$ cat config.mk
export PLATFORM = sky130hd
export DESIGN_NAME = chs_queue
export DESIGN_NICKNAME = d
export VERILOG_FILES = /design/src/sv/chs_pkg.sv /design/src/sv/chs_queue.sv
export SDC_FILE = /design/constraint.sdc
export NUM_CORES = 1
export LEC_CHECK = 0
export BUFFER_PORTS_ARGS = -buffer_cell sky130_fd_sc_hd__buf_2
export CAP_MARGIN = 30
export CORE_ASPECT_RATIO = 1.25
export CORE_MARGIN = 10
export CORE_UTILIZATION = 47
export DETAILED_ROUTE_END_ITERATION = 8
export MAX_ROUTING_LAYER = met4
export PLACE_DENSITY_LB_ADDON = 0.15
export SYNTH_ARGS = -nofsm -noshare
export SYNTH_HDL_FRONTEND = slang
export SYNTH_SLANG_ARGS = --single-unit
export TNS_END_PERCENT = 20
$ cat constraint.sdc
create_clock -name i_clk -period 2.9 [get_ports i_clk]
set_input_delay 0.58 -clock i_clk [delete_from_list [all_inputs] [get_ports i_clk]]
set_output_delay 0.58 -clock i_clk [all_outputs]
set_load 0.01 [all_outputs]
$ cat src/sv/chs_pkg.sv
// ---------------------------------------------------------------------------
// chs_pkg
// Shared types and constants of the chained hash set.
// ---------------------------------------------------------------------------
package chs_pkg;

    localparam int MaxBuckets = 16;
    localparam int PoolNodes  = 256;
    localparam int KeyBits    = 32;

    localparam int BktW  = $clog2(MaxBuckets);
    localparam int NodeW = $clog2(PoolNodes);
    localparam int LinkW = NodeW + 1;
    localparam int CntW  = $clog2(PoolNodes + 1);
    localparam int BcW   = 5;

    localparam logic [LinkW-1:0] NullLink = LinkW'(PoolNodes);

    localparam logic [1:0] OpInsert = 2'd0;
    localparam logic [1:0] OpFind   = 2'd1;
    localparam logic [1:0] OpErase  = 2'd2;

    typedef struct packed {
        logic [1:0]         op;
        logic [KeyBits-1:0] key;
        logic [BktW-1:0]    bucket;
    } t_req;

    typedef struct packed {
        logic            success;
        logic            pool_full;
        logic [CntW-1:0] entry_count;
        logic            overloaded;
    } t_res;

endpackage

$ cat src/sv/chs_queue.sv
// ---------------------------------------------------------------------------
// chs_queue
// Two-entry request queue between the front and back parts.
// ---------------------------------------------------------------------------
module chs_queue (
    input  logic          i_clk,
    input  logic          i_rst_n,
    input  logic          i_push,
    input  chs_pkg::t_req i_req,
    input  logic          i_pop,
    output logic          o_full,
    output logic          o_valid,
    output chs_pkg::t_req o_req
);
    import chs_pkg::*;

    t_req       r_mem [2];
    logic       r_wp, r_rp;
    logic [1:0] r_cnt;

    assign o_full  = r_cnt == 2'd2;
    assign o_valid = r_cnt != 2'd0;
    assign o_req   = r_mem[r_rp];

    always_ff @(posedge i_clk) begin
        if (!i_rst_n) begin
            r_wp  <= 1'b0;
            r_rp  <= 1'b0;
            r_cnt <= '0;
        end else begin
            if (i_push) r_wp <= ~r_wp;
            if (i_pop)  r_rp <= ~r_rp;
            r_cnt <= r_cnt + {1'b0, i_push} - {1'b0, i_pop};
        end
        if (i_push) r_mem[r_wp] <= i_req;
    end

endmodule

# Word-level counts from Yosys, hierarchy flattened
# Memory sizes are Yosys's and may differ from the RTL's. A register that Yosys moved wholly into a read port is not among the register bits.
# Cells that the tools add are included.
# totals
regBits,4
mem_bits_rw,76
in_bits,42
out_inout_bits,40
elab_cells,14
mem_count,1
# mem_list
name,depth,width,read_ports,rd_clocked_by_memory_dff,wr,line,source
r_mem,2,38,1,1,1,chs_queue.sv:17,t_req r_mem [2];
# op_classes
add_sub_neg,2
n_eq_ne,1
muxes,4
bitwise,2
reduce_logical,1
# op_table
operator,count
$mux W1,4
$add A2 B1 Y2,1
$eq A2 B2 Y1 const B,1
$not A1 Y1,2
$reduce_bool A2 Y1,1
$sub A2 B1 Y2,1

# Longest topological paths before layout
# logic_depth
depth_word,3
ltp_mapped,6
ltp_nobuf,6

# Worst setup path after synthesis
# OpenSTA, ideal clock, no wires.
# synth_path
path_kind,input -> register
from,input i_push
to,memory r_mem[0][0] (netlist bit) (enable)
setup_ps,439
arrival_time_ps,2315
setup_slack_ps,146
stages,1
n_path_buf,0
path_cell_list,nor2b_1
# synth_via
elab_chain_len,2
# synth_lines
item,line,source
start: declaration,chs_queue.sv:8,"input logic i_push,"
$mux W1,chs_queue.sv:35,if (i_push) r_mem[r_wp] <= i_req;
$mux W1 (not written as such),chs_queue.sv:35,
end: declaration,chs_queue.sv:17,
# Every way passes these cells.

==> impl_results.md <==
* Synthesis-to-finish area growth at 23.25%
* Net Switching at 0.0005410 W
* Number of global-route vias before repair at 1,776
* Length of the first detailed-routing pass in iterations at 4
* Core region area at 6246 um^2
* F_max at 462.5 MHz
* Global route total overflow at 0
* Relative contribution of combinational cells to total power at 0.127
* # clock sinks at 81
* Crit path cell chain: buf_12, mux2_2, buf_2
* Req. time, crit path at 2.32 ns
* Initial standard-cell utilization of the core at 0.4886
* Number of input and output port buffers inserted at 81
* Wire length of the first global-routing pass at 8.625 mm
* Final Critical Period at 2.162 ns
* Fraction of power consumed by sequential logic at 0.561
* Share of the clock period used by the worst path after layout at 0.7456
* Unique masters post-synth at 14
* Critical Path Start Type: flip-flop
* Design Power at 0.002450 W
* Drt first-iter violations at 64
* Hold_ws at 0.4214 ns
* Routability cong. at 0.7719
* Layout Cells excl Fill at 319
* Via Count at 1,511
* Power per Cell Area at 651.3 nW/um^2
* Die extent in x at 92.07 um
* Max cap viols at 0
* Endpoint type of the worst setup path: output pin
* Worst-Margin Slew at 0.9099 ns
* Crit path DAT at 1.58 ns
* Relative max-transition margin at 0.3934
* All-Layer GR Usage at 0.1162
* CP Class: reg -> out
* Total setup buffers inserted after CTS at 0
* Number of instances resized during post-cts repair at 0
* Antenna-violating nets left at 0
* Longest Clk Path Bufs at 2
* Pin count of the biggest net entering global routing at 39
* CTS buffer count at 9
* Clock Latency Late Sink at 0.34 ns
* CTS tree: yes
* Switch share at 0.2208
* Ys Warns at 0
* Sum of negative setup slack at 0 ns
* Via count normalized by instance count at 4.737
* Cell total after placement at 303
* Routed WL at 5.619 mm
* Worst clock skew at 0.005162 ns
* Avg Inst Size Synth at 21.95 um^2
* Rows at 32
* Clk slew on worst S/H paths at 0.08 ns
* Fin. Hold Viols at 0
* Number of antenna violations at the first check in global routing at 0
* Routed wire length per instance at 17.61 um
* Slowest-stage cell, CP: sky130_fd_sc_hd__dfxtp_2
* Area enclosed by the die boundary at 10,140 um^2
* Slew Viols, Final at 0
* Storage cell area at 2384 um^2
* Root buffer selected by CTS: sky130_fd_sc_hd__clkbuf_8
* Utilization after layout at 0.6022
* Maximum resistive drop on vdd at 0.4847 mV
* Critical Path Max Stage Delay at 0.46 ns
* Internal at 0.001909 W
* Total DRC errors in the routed layout at 0
* Clock network fraction of total power at 0.311
* # setup viols final at 0
* I/O pin cnt at 82
* Share of final-layout standard cells stronger than drive strength 1 at 0.5897
* Total area of multi-input combinational cells at 631.9 um^2
* Antenna diode count at 0
* Hpwl dp at 4.104 mm
* Proportion of synthesized chip area in sequential cells at 0.7806
* Filler cells at 509
* Die span in y at 110.1 um
* Worst Path Max Fanout at 30
* Commonest cells after routing, fill and taps aside: sky130_fd_sc_hd__buf_2 (81), sky130_fd_sc_hd__edfxtp_1 (76), sky130_fd_sc_hd__mux2_4 (20), sky130_fd_sc_hd__mux2_2 (18), sky130_fd_sc_hd__clkbuf_8 (9)
* Kind of path behind the tightest hold check: in -> reg
* Number of nets in the layout at 273
* Deepest level of the CTS H-tree at 3
* Commonest non-fill, non-tap cell in the layout: sky130_fd_sc_hd__buf_2
* Leakage power total at 1.475 nW
* Post-Syn Area at 3052 um^2
* Post-Synthesis Net Count at 183
* Status: complete, no violations
* Flip-flop and latch count after synthesis at 81
* RSZ-0062 raised after global routing: no
* Cell count after synthesis at 139
* # hold bufs at CTS at 0
-- per-layer routing --
layer,vias up,global-route usage,routed length (um)
met4,0,0.06954,108
met3,10,0.04330,376
met5,-,-,0
met1,736,0.1060,2101
li1,715,-,-
met2,50,0.2040,3032
-- worst paths after layout --
kind	to	startpoint	slack, ns	cells after the start
setup / recovery	o_req[2]	flip-flop	0.74	3
setup reg to reg	r_mem[1][23]	r_wp	1.34	1
hold / removal	r_mem[1][33]	i_req[33]	0.42	1
hold reg to reg	flip-flop	r_rp	0.60	2
-- stage by stage --
step	instance area, um^2	worst slack (ns)
3_3_place_gp	3575	1.083
2_1_floorplan	3052	0.1462
4_1_cts	3761	0.7120
6_report	3761	0.7378
3_5_place_dp	3575	1.024
5_1_grt	3761	0.6487
-- registers in the layout, summed over array words and instances (netlist names), named ones only --
| register | count |
|---|---|
| r_wp | 1 |
| r_mem | 76 |
| r_rp | 1 |
| r_cnt | 2 |
-- critical path: cells and delay by family (launching register included) --
kind | cells | cell delay, ns
DFF | 1 | 0.46
buffers and inverters | 2 | 0.41
muxes | 1 | 0.35
-- kinds of logic (layout without fill, tap and decap cells) --
logic type      after synthesis  after routing  synth area share
fa+ha+maj                     2              2          0.008199
xor+xnor                      2              2           0.01025
mux                          38             38            0.1648
compound gates                1              1          0.002461
buf+inv                       6            101           0.01517
flops                        81             81            0.7806
simple gates                  9              9           0.01845
-- synth_stat cells --
cell,number,area share
sky130_fd_sc_hd__and2_1,4,0.0082
sky130_fd_sc_hd__buf_2,1,0.0016
sky130_fd_sc_hd__buf_6,3,0.011
sky130_fd_sc_hd__dfxtp_1,5,0.033
sky130_fd_sc_hd__edfxtp_1,76,0.75
sky130_fd_sc_hd__ha_1,2,0.0082
sky130_fd_sc_hd__inv_1,2,0.0025
sky130_fd_sc_hd__mux2_2,18,0.066
sky130_fd_sc_hd__mux2_4,20,0.098
sky130_fd_sc_hd__nor2b_1,4,0.0082
sky130_fd_sc_hd__o21a_1,1,0.0025
sky130_fd_sc_hd__or2_2,1,0.0021
sky130_fd_sc_hd__xnor3_1,1,0.0074
sky130_fd_sc_hd__xor2_1,1,0.0029
-- cell type report --
class,count,area share
inverters,2,0.001996
flip-flops and latches,81,0.6337
repair buffers,83,0.1184
well taps,85,0.02828
clock buffers,10,0.03393
clock inverters,6,0.01564
multi-input cells,52,0.1680
-- power groups by stage --
stage	Clock [W]	Sequential [W]	Combinational [W]
floorplan	0	0.00139	0.000197
global placement	0	0.00140	0.000308
detailed placement	0	0.00140	0.000320
CTS	0.000783	0.00138	0.000321
global route	0.000834	0.00138	0.000339
finish	0.000763	0.00137	0.000312
Note: power is estimated with default switching activity, not from simulation.
