==> src/sv/chs_pkg.sv <==
// ---------------------------------------------------------------------------
// chs_pkg
// Shared types and constants of the chained hash set.
// ---------------------------------------------------------------------------
package chs_pkg;

    localparam int MaxBuckets = 16;
    localparam int PoolNodes  = 256;
    localparam int KeyBits    = 32;

    localparam int BktW  = $clog2(MaxBuckets);
    localparam int NodeW = $clog2(PoolNodes);
    localparam int LinkW = NodeW + 1;
    localparam int CntW  = $clog2(PoolNodes + 1);
    localparam int BcW   = 5;

    localparam logic [LinkW-1:0] NullLink = LinkW'(PoolNodes);

    localparam logic [1:0] OpInsert = 2'd0;
    localparam logic [1:0] OpFind   = 2'd1;
    localparam logic [1:0] OpErase  = 2'd2;

    typedef struct packed {
        logic [1:0]         op;
        logic [KeyBits-1:0] key;
        logic [BktW-1:0]    bucket;
    } t_req;

    typedef struct packed {
        logic            success;
        logic            pool_full;
        logic [CntW-1:0] entry_count;
        logic            overloaded;
    } t_res;

endpackage

==> src/sv/chs_front.sv <==
// ---------------------------------------------------------------------------
// chs_front
// Takes requests, clamps the bucket count and reduces the key magnitude
// modulo it one bit per cycle, then pushes the classified request.
// ---------------------------------------------------------------------------
module chs_front (
    input  logic                          i_clk,
    input  logic                          i_rst_n,
    input  logic                          i_start,
    input  logic [1:0]                    i_op,
    input  logic [chs_pkg::KeyBits-1:0]   i_key,
    input  logic [chs_pkg::BcW-1:0]       i_bc,
    input  logic                          i_q_full,
    output logic                          o_busy,
    output logic                          o_push,
    output chs_pkg::t_req                 o_req
);
    import chs_pkg::*;

    localparam int CntBits = $clog2(KeyBits + 1);

    logic                 r_act, n_act;
    logic                 r_done, n_done;
    logic [1:0]           r_op;
    logic [KeyBits-1:0]   r_key;
    logic [KeyBits-1:0]   r_mag, n_mag;
    logic [BcW:0]         r_rem, n_rem;
    logic [CntBits-1:0]   r_cnt, n_cnt;
    logic [BcW-1:0]       eff;
    logic [KeyBits-1:0]   mag_in;
    logic [BcW:0]         sh;

    always_comb begin
        if (i_bc == '0)
            eff = BcW'(1);
        else if (i_bc > BcW'(MaxBuckets))
            eff = BcW'(MaxBuckets);
        else
            eff = i_bc;
    end

    assign mag_in = i_key[KeyBits-1] ? (~i_key + 1'b1) : i_key;
    assign sh     = {r_rem[BcW-1:0], r_mag[KeyBits-1]};

    assign o_busy = r_act;
    assign o_push = r_act && r_done && !i_q_full;
    assign o_req  = '{op: r_op, key: r_key, bucket: r_rem[BktW-1:0]};

    always_comb begin
        n_act  = r_act;
        n_done = r_done;
        n_mag  = r_mag;
        n_rem  = r_rem;
        n_cnt  = r_cnt;
        if (!r_act) begin
            if (i_start) begin
                n_act  = 1'b1;
                n_done = 1'b0;
                n_mag  = mag_in;
                n_rem  = '0;
                n_cnt  = '0;
            end
        end else if (!r_done) begin
            n_rem = (sh >= {1'b0, eff}) ? sh - {1'b0, eff} : sh;
            n_mag = {r_mag[KeyBits-2:0], 1'b0};
            n_cnt = r_cnt + 1'b1;
            if (r_cnt == CntBits'(KeyBits - 1)) n_done = 1'b1;
        end else if (!i_q_full) begin
            n_act = 1'b0;
        end
    end

    always_ff @(posedge i_clk) begin
        if (!i_rst_n) begin
            r_act  <= 1'b0;
            r_done <= 1'b0;
        end else begin
            r_act  <= n_act;
            r_done <= n_done;
        end
        r_mag <= n_mag;
        r_rem <= n_rem;
        r_cnt <= n_cnt;
        if (!r_act && i_start) begin
            r_op  <= i_op;
            r_key <= i_key;
        end
    end

endmodule

==> config.mk <==
export PLATFORM = sky130hd
export DESIGN_NAME = chs_front
export DESIGN_NICKNAME = d
export VERILOG_FILES = /design/src/sv/chs_pkg.sv /design/src/sv/chs_front.sv
export SDC_FILE = /design/constraint.sdc
export NUM_CORES = 1
export LEC_CHECK = 0
export BUFFER_PORTS_ARGS = -buffer_cell sky130_fd_sc_hd__clkbuf_2
export CAP_MARGIN = 20
export CORE_ASPECT_RATIO = 1.4
export CORE_MARGIN = 3
export CORE_UTILIZATION = 43
export CTS_CLUSTER_SIZE = 14
export DETAILED_ROUTE_END_ITERATION = 8
export PLACE_DENSITY_LB_ADDON = 0.2
export SYNTH_ARGS = -nofsm -noshare
export SYNTH_HDL_FRONTEND = slang
export SYNTH_SLANG_ARGS = --single-unit
==> constraint.sdc <==
create_clock -name i_clk -period 4.5 [get_ports i_clk]
set_input_delay 0.225 -clock i_clk [delete_from_list [all_inputs] [get_ports i_clk]]
set_output_delay 0.225 -clock i_clk [all_outputs]
set_load 0.05 [all_outputs]
After elaboration in Yosys (flattened, before gate mapping)
Cells that the tools add are included.
{"block": "word_totals", "ff_bits": 79, "latch_bits": 0, "ramBits": 0, "rom_bits": 0, "input_bits": 43, "out_inout_bits": 40, "elab_cells": 43, "memories": 0}
{"block": "op_classes", "n_addsub": 3, "n_mul": 0, "div_mod_pow": 0, "n_lt_le_gt_ge": 2, "eq_ne": 2, "shifts": 0, "mux": 20, "bitwise_logic": 1, "n_reduce_logical": 8}
{"op": "$mux W32", "count": 4}
{"op": "$add A32 B1 Y32 const B", "count": 1}
{"op": "$not A32 Y32", "count": 1}
{"op": "$mux W5", "count": 5}
{"op": "$mux W6", "count": 3}
{"op": "$mux W1", "count": 8}
{"op": "$add A6 B1 Y6 const B", "count": 1}
{"op": "$eq A6 B5 Y1 const B", "count": 1}
{"op": "$ge A6 B5 Y1", "count": 1}
{"op": "$gt A5 B5 Y1 const B", "count": 1}
{"op": "$logic_not A5 Y1", "count": 1}
{"op": "$sub A5 B5 Y5", "count": 1}
{"op": "$logic_and A1 B1 Y1", "count": 3}
{"op": "$logic_not A1 Y1", "count": 2}
{"op": "$ne A2 B2 Y1 const B", "count": 1}
{"op": "$reduce_and A2 Y1", "count": 1}
{"op": "$reduce_bool A2 Y1", "count": 1}

Depth between registers and ports, before layout
{"block": "depth", "depth_word": 7, "mapped_depth": 10, "depth_no_buf": 10}

Worst setup path before layout
OpenSTA, ideal clock, no wires.
{"block": "synth_timing", "kind": "reg2reg", "from": "register r_act, in the netlist o_busy", "to": "register r_cnt[0] (enable)", "setup_ns": 0.503, "arrival_ns": 4.718, "t_required_ns": 3.997, "path_slack_ns": -0.721, "stages_incl_launch_ff": 6, "n_path_buf": 3, "period_less_slack_ns": 5.221, "cell_sequence": "dfxtp_1 -> clkbuf_1 -> clkinv_1 -> buf_1 -> clkbuf_1 -> o21ai_0"}
{"block": "synth_via", "elab_chain_cells": 2, "word_cells_on_any_way": 3, "cone_classes": "eq/ne (1); reduce/logical (2)"}
{"element": "start, declared", "line_no": "chs_front.sv:22", "source": "logic r_act, n_act;"}
{"element": "start signal, assigned", "line_no": "chs_front.sv:78", "source": "r_act <= n_act;"}
{"element": "$ne A2 B2 Y1 (no source line) / $reduce_bool A2 Y1 (equally long branches)"}
{"element": "$reduce_and A2 Y1 (no source line) *"}
{"element": "end signal, assigned", "line_no": "chs_front.sv:83", "source": "r_cnt <= n_cnt;"}
{"element": "end, declared", "line_no": "chs_front.sv:28", "source": "logic [CntBits-1:0] r_cnt, n_cnt;"}
Every way passes the cells marked *; elsewhere a longest branch is shown, timed or not.
A chain may end at the register's enable or synchronous reset.

Final worst setup path
{"block": "layout_timing", "from": "register r_act, in the netlist o_busy", "to": "register r_cnt[5] (enable)"}
Same word-level chain as after synthesis.

==> key figures <==
Worst setup path
  • Worst path max stage delay: 0.68 ns
  • CP max-delay cell: clkinv_1
  • Reg2Reg Depth: 3
  • Cell-by-cell trace of the critical path: clkinv_1 -> o21ai_4 -> buf_4
  • Crit Path Category: flop to flop
  • Worst Setup Start Kind: flop
  • Crit path required time: 4.47 ns
  • CP Data Arrival Time: 2.26 ns
  • Crit path max-delay family: buffers and inverters
  • Worst path depth: 3
  • CP max FO: 43
  • CP bufs+invs: 2
  • Worst Setup End Kind: flop

Global routing
  • Initial antenna violation count: 0
  • First-pass GRT wire length: 15,400 µm
  • Largest net degree at the start of global routing: 83
  • Total GRT Usage: 17.5%
  • Remaining Overflow, GRT: 0
  • Vias in the first global route: 3,183

Die
  • Core Box Area: 9560 µm²
  • Die Wd: 90.1 µm
  • Chip Height: 124 µm
  • Initial cell density of the core: 44.5%
  • Cell row count: 42
  • Ports: 83
  • Die area: 11,100 µm²

STA
  • RSZ-0062 raised after global routing: no
  • Fin crit period: 2.30 ns
  • Clock Skews: 0.00480 ns
  • Hold WS: 0.0694 ns
  • Tcrit/Tclk final: 51.1%
  • Final Hold Fails: 0
  • Final setup vio count: 0
  • Max Clk Rate: 435 MHz
  • Pins Over Slew Limit: 0
  • Setup TNS: 0 ns
  • Least-Margin Pin Slew: 0.927 ns
  • Slew headroom: 38.2%

Placed design
  • Placed Area: 4730 µm²
  • Dpl hpwl: 6420 µm
  • RD Place Congestion: 0.786
  • Port buffer count: 82
  • Dpl cells: 573

Clock tree
  • CTS tree: built
  • Hold-fix buffers at CTS: 0
  • # Post-CTS Setup Buffers: 0
  • Clock transition at path regs: 0.06 ns
  • H-tree depth: 3
  • Clk root buf: clkbuf_16
  • Clk_lat worst skew: 0.33 ns
  • Clk buf depth: 2
  • Clock Sinks: 79
  • PostCTS Resize Cnt: 0
  • CTS Buf Count: 9

Cells and area
  • Layout cells sized above 1: 23.2%
  • Area Growth Syn to Fin: 17.9%
  • Filler cells: 903
  • Most frequent cells in the layout: clkbuf_2 (82), edfxtp_1 (77), nand2_1 (38)
  • Register Area: 2350 µm²
  • Final Non-Filler Cells: 588
  • Commonest non-fill, non-tap cell in the layout: clkbuf_2
  • Nets@finish: 503
  • Multi-input gate area: 1750 µm²
  • Final instance area: 5010 µm²
  • # diodes: 0

Drt
  • Iteration-0 DRC Markers: 205
  • Total iterations of the first detailed-routing run: 4
  • Antenna Nets Post-Route: 0
  • Final WL: 9520 µm
  • Routed vias: 3,263
  • Vias per cell: 5.55
  • DRC viols: 0
  • Wire per inst: 16.2 µm

Worst hold path
  • Path category of the worst min-delay check: input port to flop
  • Hold depth: 1

Synthesis
  • Post-synthesis sequential area ratio: 55.3%
  • Syn_area_per_cell: 11.1 µm²
  • Post-synth EDFFs: 77
  • Top_reg_cell synth: edfxtp_1
  • Netlist cell types: 54
  • Syn Nets: 434
  • Asr flop ratio synth: 0%
  • Seq cells post-synth: 79
  • Cell Area, Synth: 4250 µm²
  • Cells after Synth: 383
  • Synth warn: 0

Pwr
  • Tot Pwr: 1.96 mW
  • Psw: 0.536 mW
  • Sw Share: 27.3%
  • Reg power frac: 46.9%
  • Clock share of power: 35.0%
  • Comb power frac: 18.1%
  • Cell Pwr Density: 392 nW/µm²
  • Worst-case vdd ir drop: 0.174 mV
  • LEAKAGE: 1.83 nW
  • P_int: 1.43 mW

Run
  • Max cap viols: 0

Run status
  • Status: finished clean
[kinds of logic after synthesis]
kind of cell	Yosys count	share of synthesized area, %
mux	7	1.77
compound gates	77	11.9
flops	79	55.3
fa+ha+maj	8	2.53
buf+inv	35	3.74
simple gates	160	21.2
xor+xnor	17	3.50
[cell usage after synthesis, drive strengths merged (5+ instances only)]
cell type | n | area (µm²)
xor2 | 9 | 78.8
xnor2 | 8 | 70.1
ha | 7 | 87.6
o31ai | 10 | 75.1
nand4 | 6 | 37.5
clkbuf | 14 | 52.6
nor3b | 22 | 165
o211ai | 5 | 37.5
or4 | 13 | 101
nand2 | 38 | 143
nand3 | 13 | 65.1
buf | 13 | 76.3
nand3b | 8 | 60.1
inv | 7 | 26.3
a21oi | 17 | 85.1
nor3 | 10 | 50.1
nor2 | 23 | 86.3
edfxtp | 77 | 2310
nor2b | 6 | 37.5
o41ai | 5 | 43.8
o21ai | 19 | 95.1
[state kept, by name, indices dropped and copies added, names as in the netlist]
register and cells:
r_key 32, r_mag 32, r_cnt 6, r_rem 5, r_op 2, o_busy 1
r_done 1
[cell type report]
| type | instances | share of cell area, % |
|---|---|---|
| inverter | 8 | 0.599 |
| tap | 132 | 3.30 |
| clock buffer | 9 | 4.49 |
| multi-input combinational | 269 | 35.0 |
| clock inverter | 6 | 1.05 |
| timing repair buffer | 85 | 8.64 |
| sequential | 79 | 47.0 |
[stage by stage]
step                      setup WS (ns)  utilization, %
after CTS                          2.17            52.4
final                              2.20            52.4
after floorplan                   0.441               -
after detailed placement           2.07            49.5
after global placement             2.17            49.5
after global routing               2.00            52.4
[metal layers]
metal	part of all wire, %	global-route usage [%]	wire (µm)	vias to the layer above
met5	0	0	0	-
met4	2.2	8.62	205	0
met3	4.2	3.63	402	19
met2	52	30.2	4930	83
met1	42	20.8	3980	1559
li1	-	-	-	1602
[power groups by stage]
stage,registers [mW],clock network [mW],logic (mW)
floorplan,0.993,0,0.202
detailed placement,0.937,0,0.357
finish,0.922,0.687,0.355
global placement,0.935,0,0.350
global route,0.929,0.726,0.391
CTS,0.923,0.707,0.357
[worst paths after layout]
path                             from                endpoint  slack (ns)
setup / recovery    o_busy$_SDFF_PN0_  r_cnt[5]$_SDFFCE_PN0P_        2.20
hold / removal                i_op[1]       r_op[1]$_DFFE_PP_        0.07
setup reg to reg    o_busy$_SDFF_PN0_  r_cnt[5]$_SDFFCE_PN0P_        2.20
hold reg to reg   r_mag[11]$_DFFE_PP_     r_mag[12]$_DFFE_PP_        0.53
(Power assumes the default switching activity.)
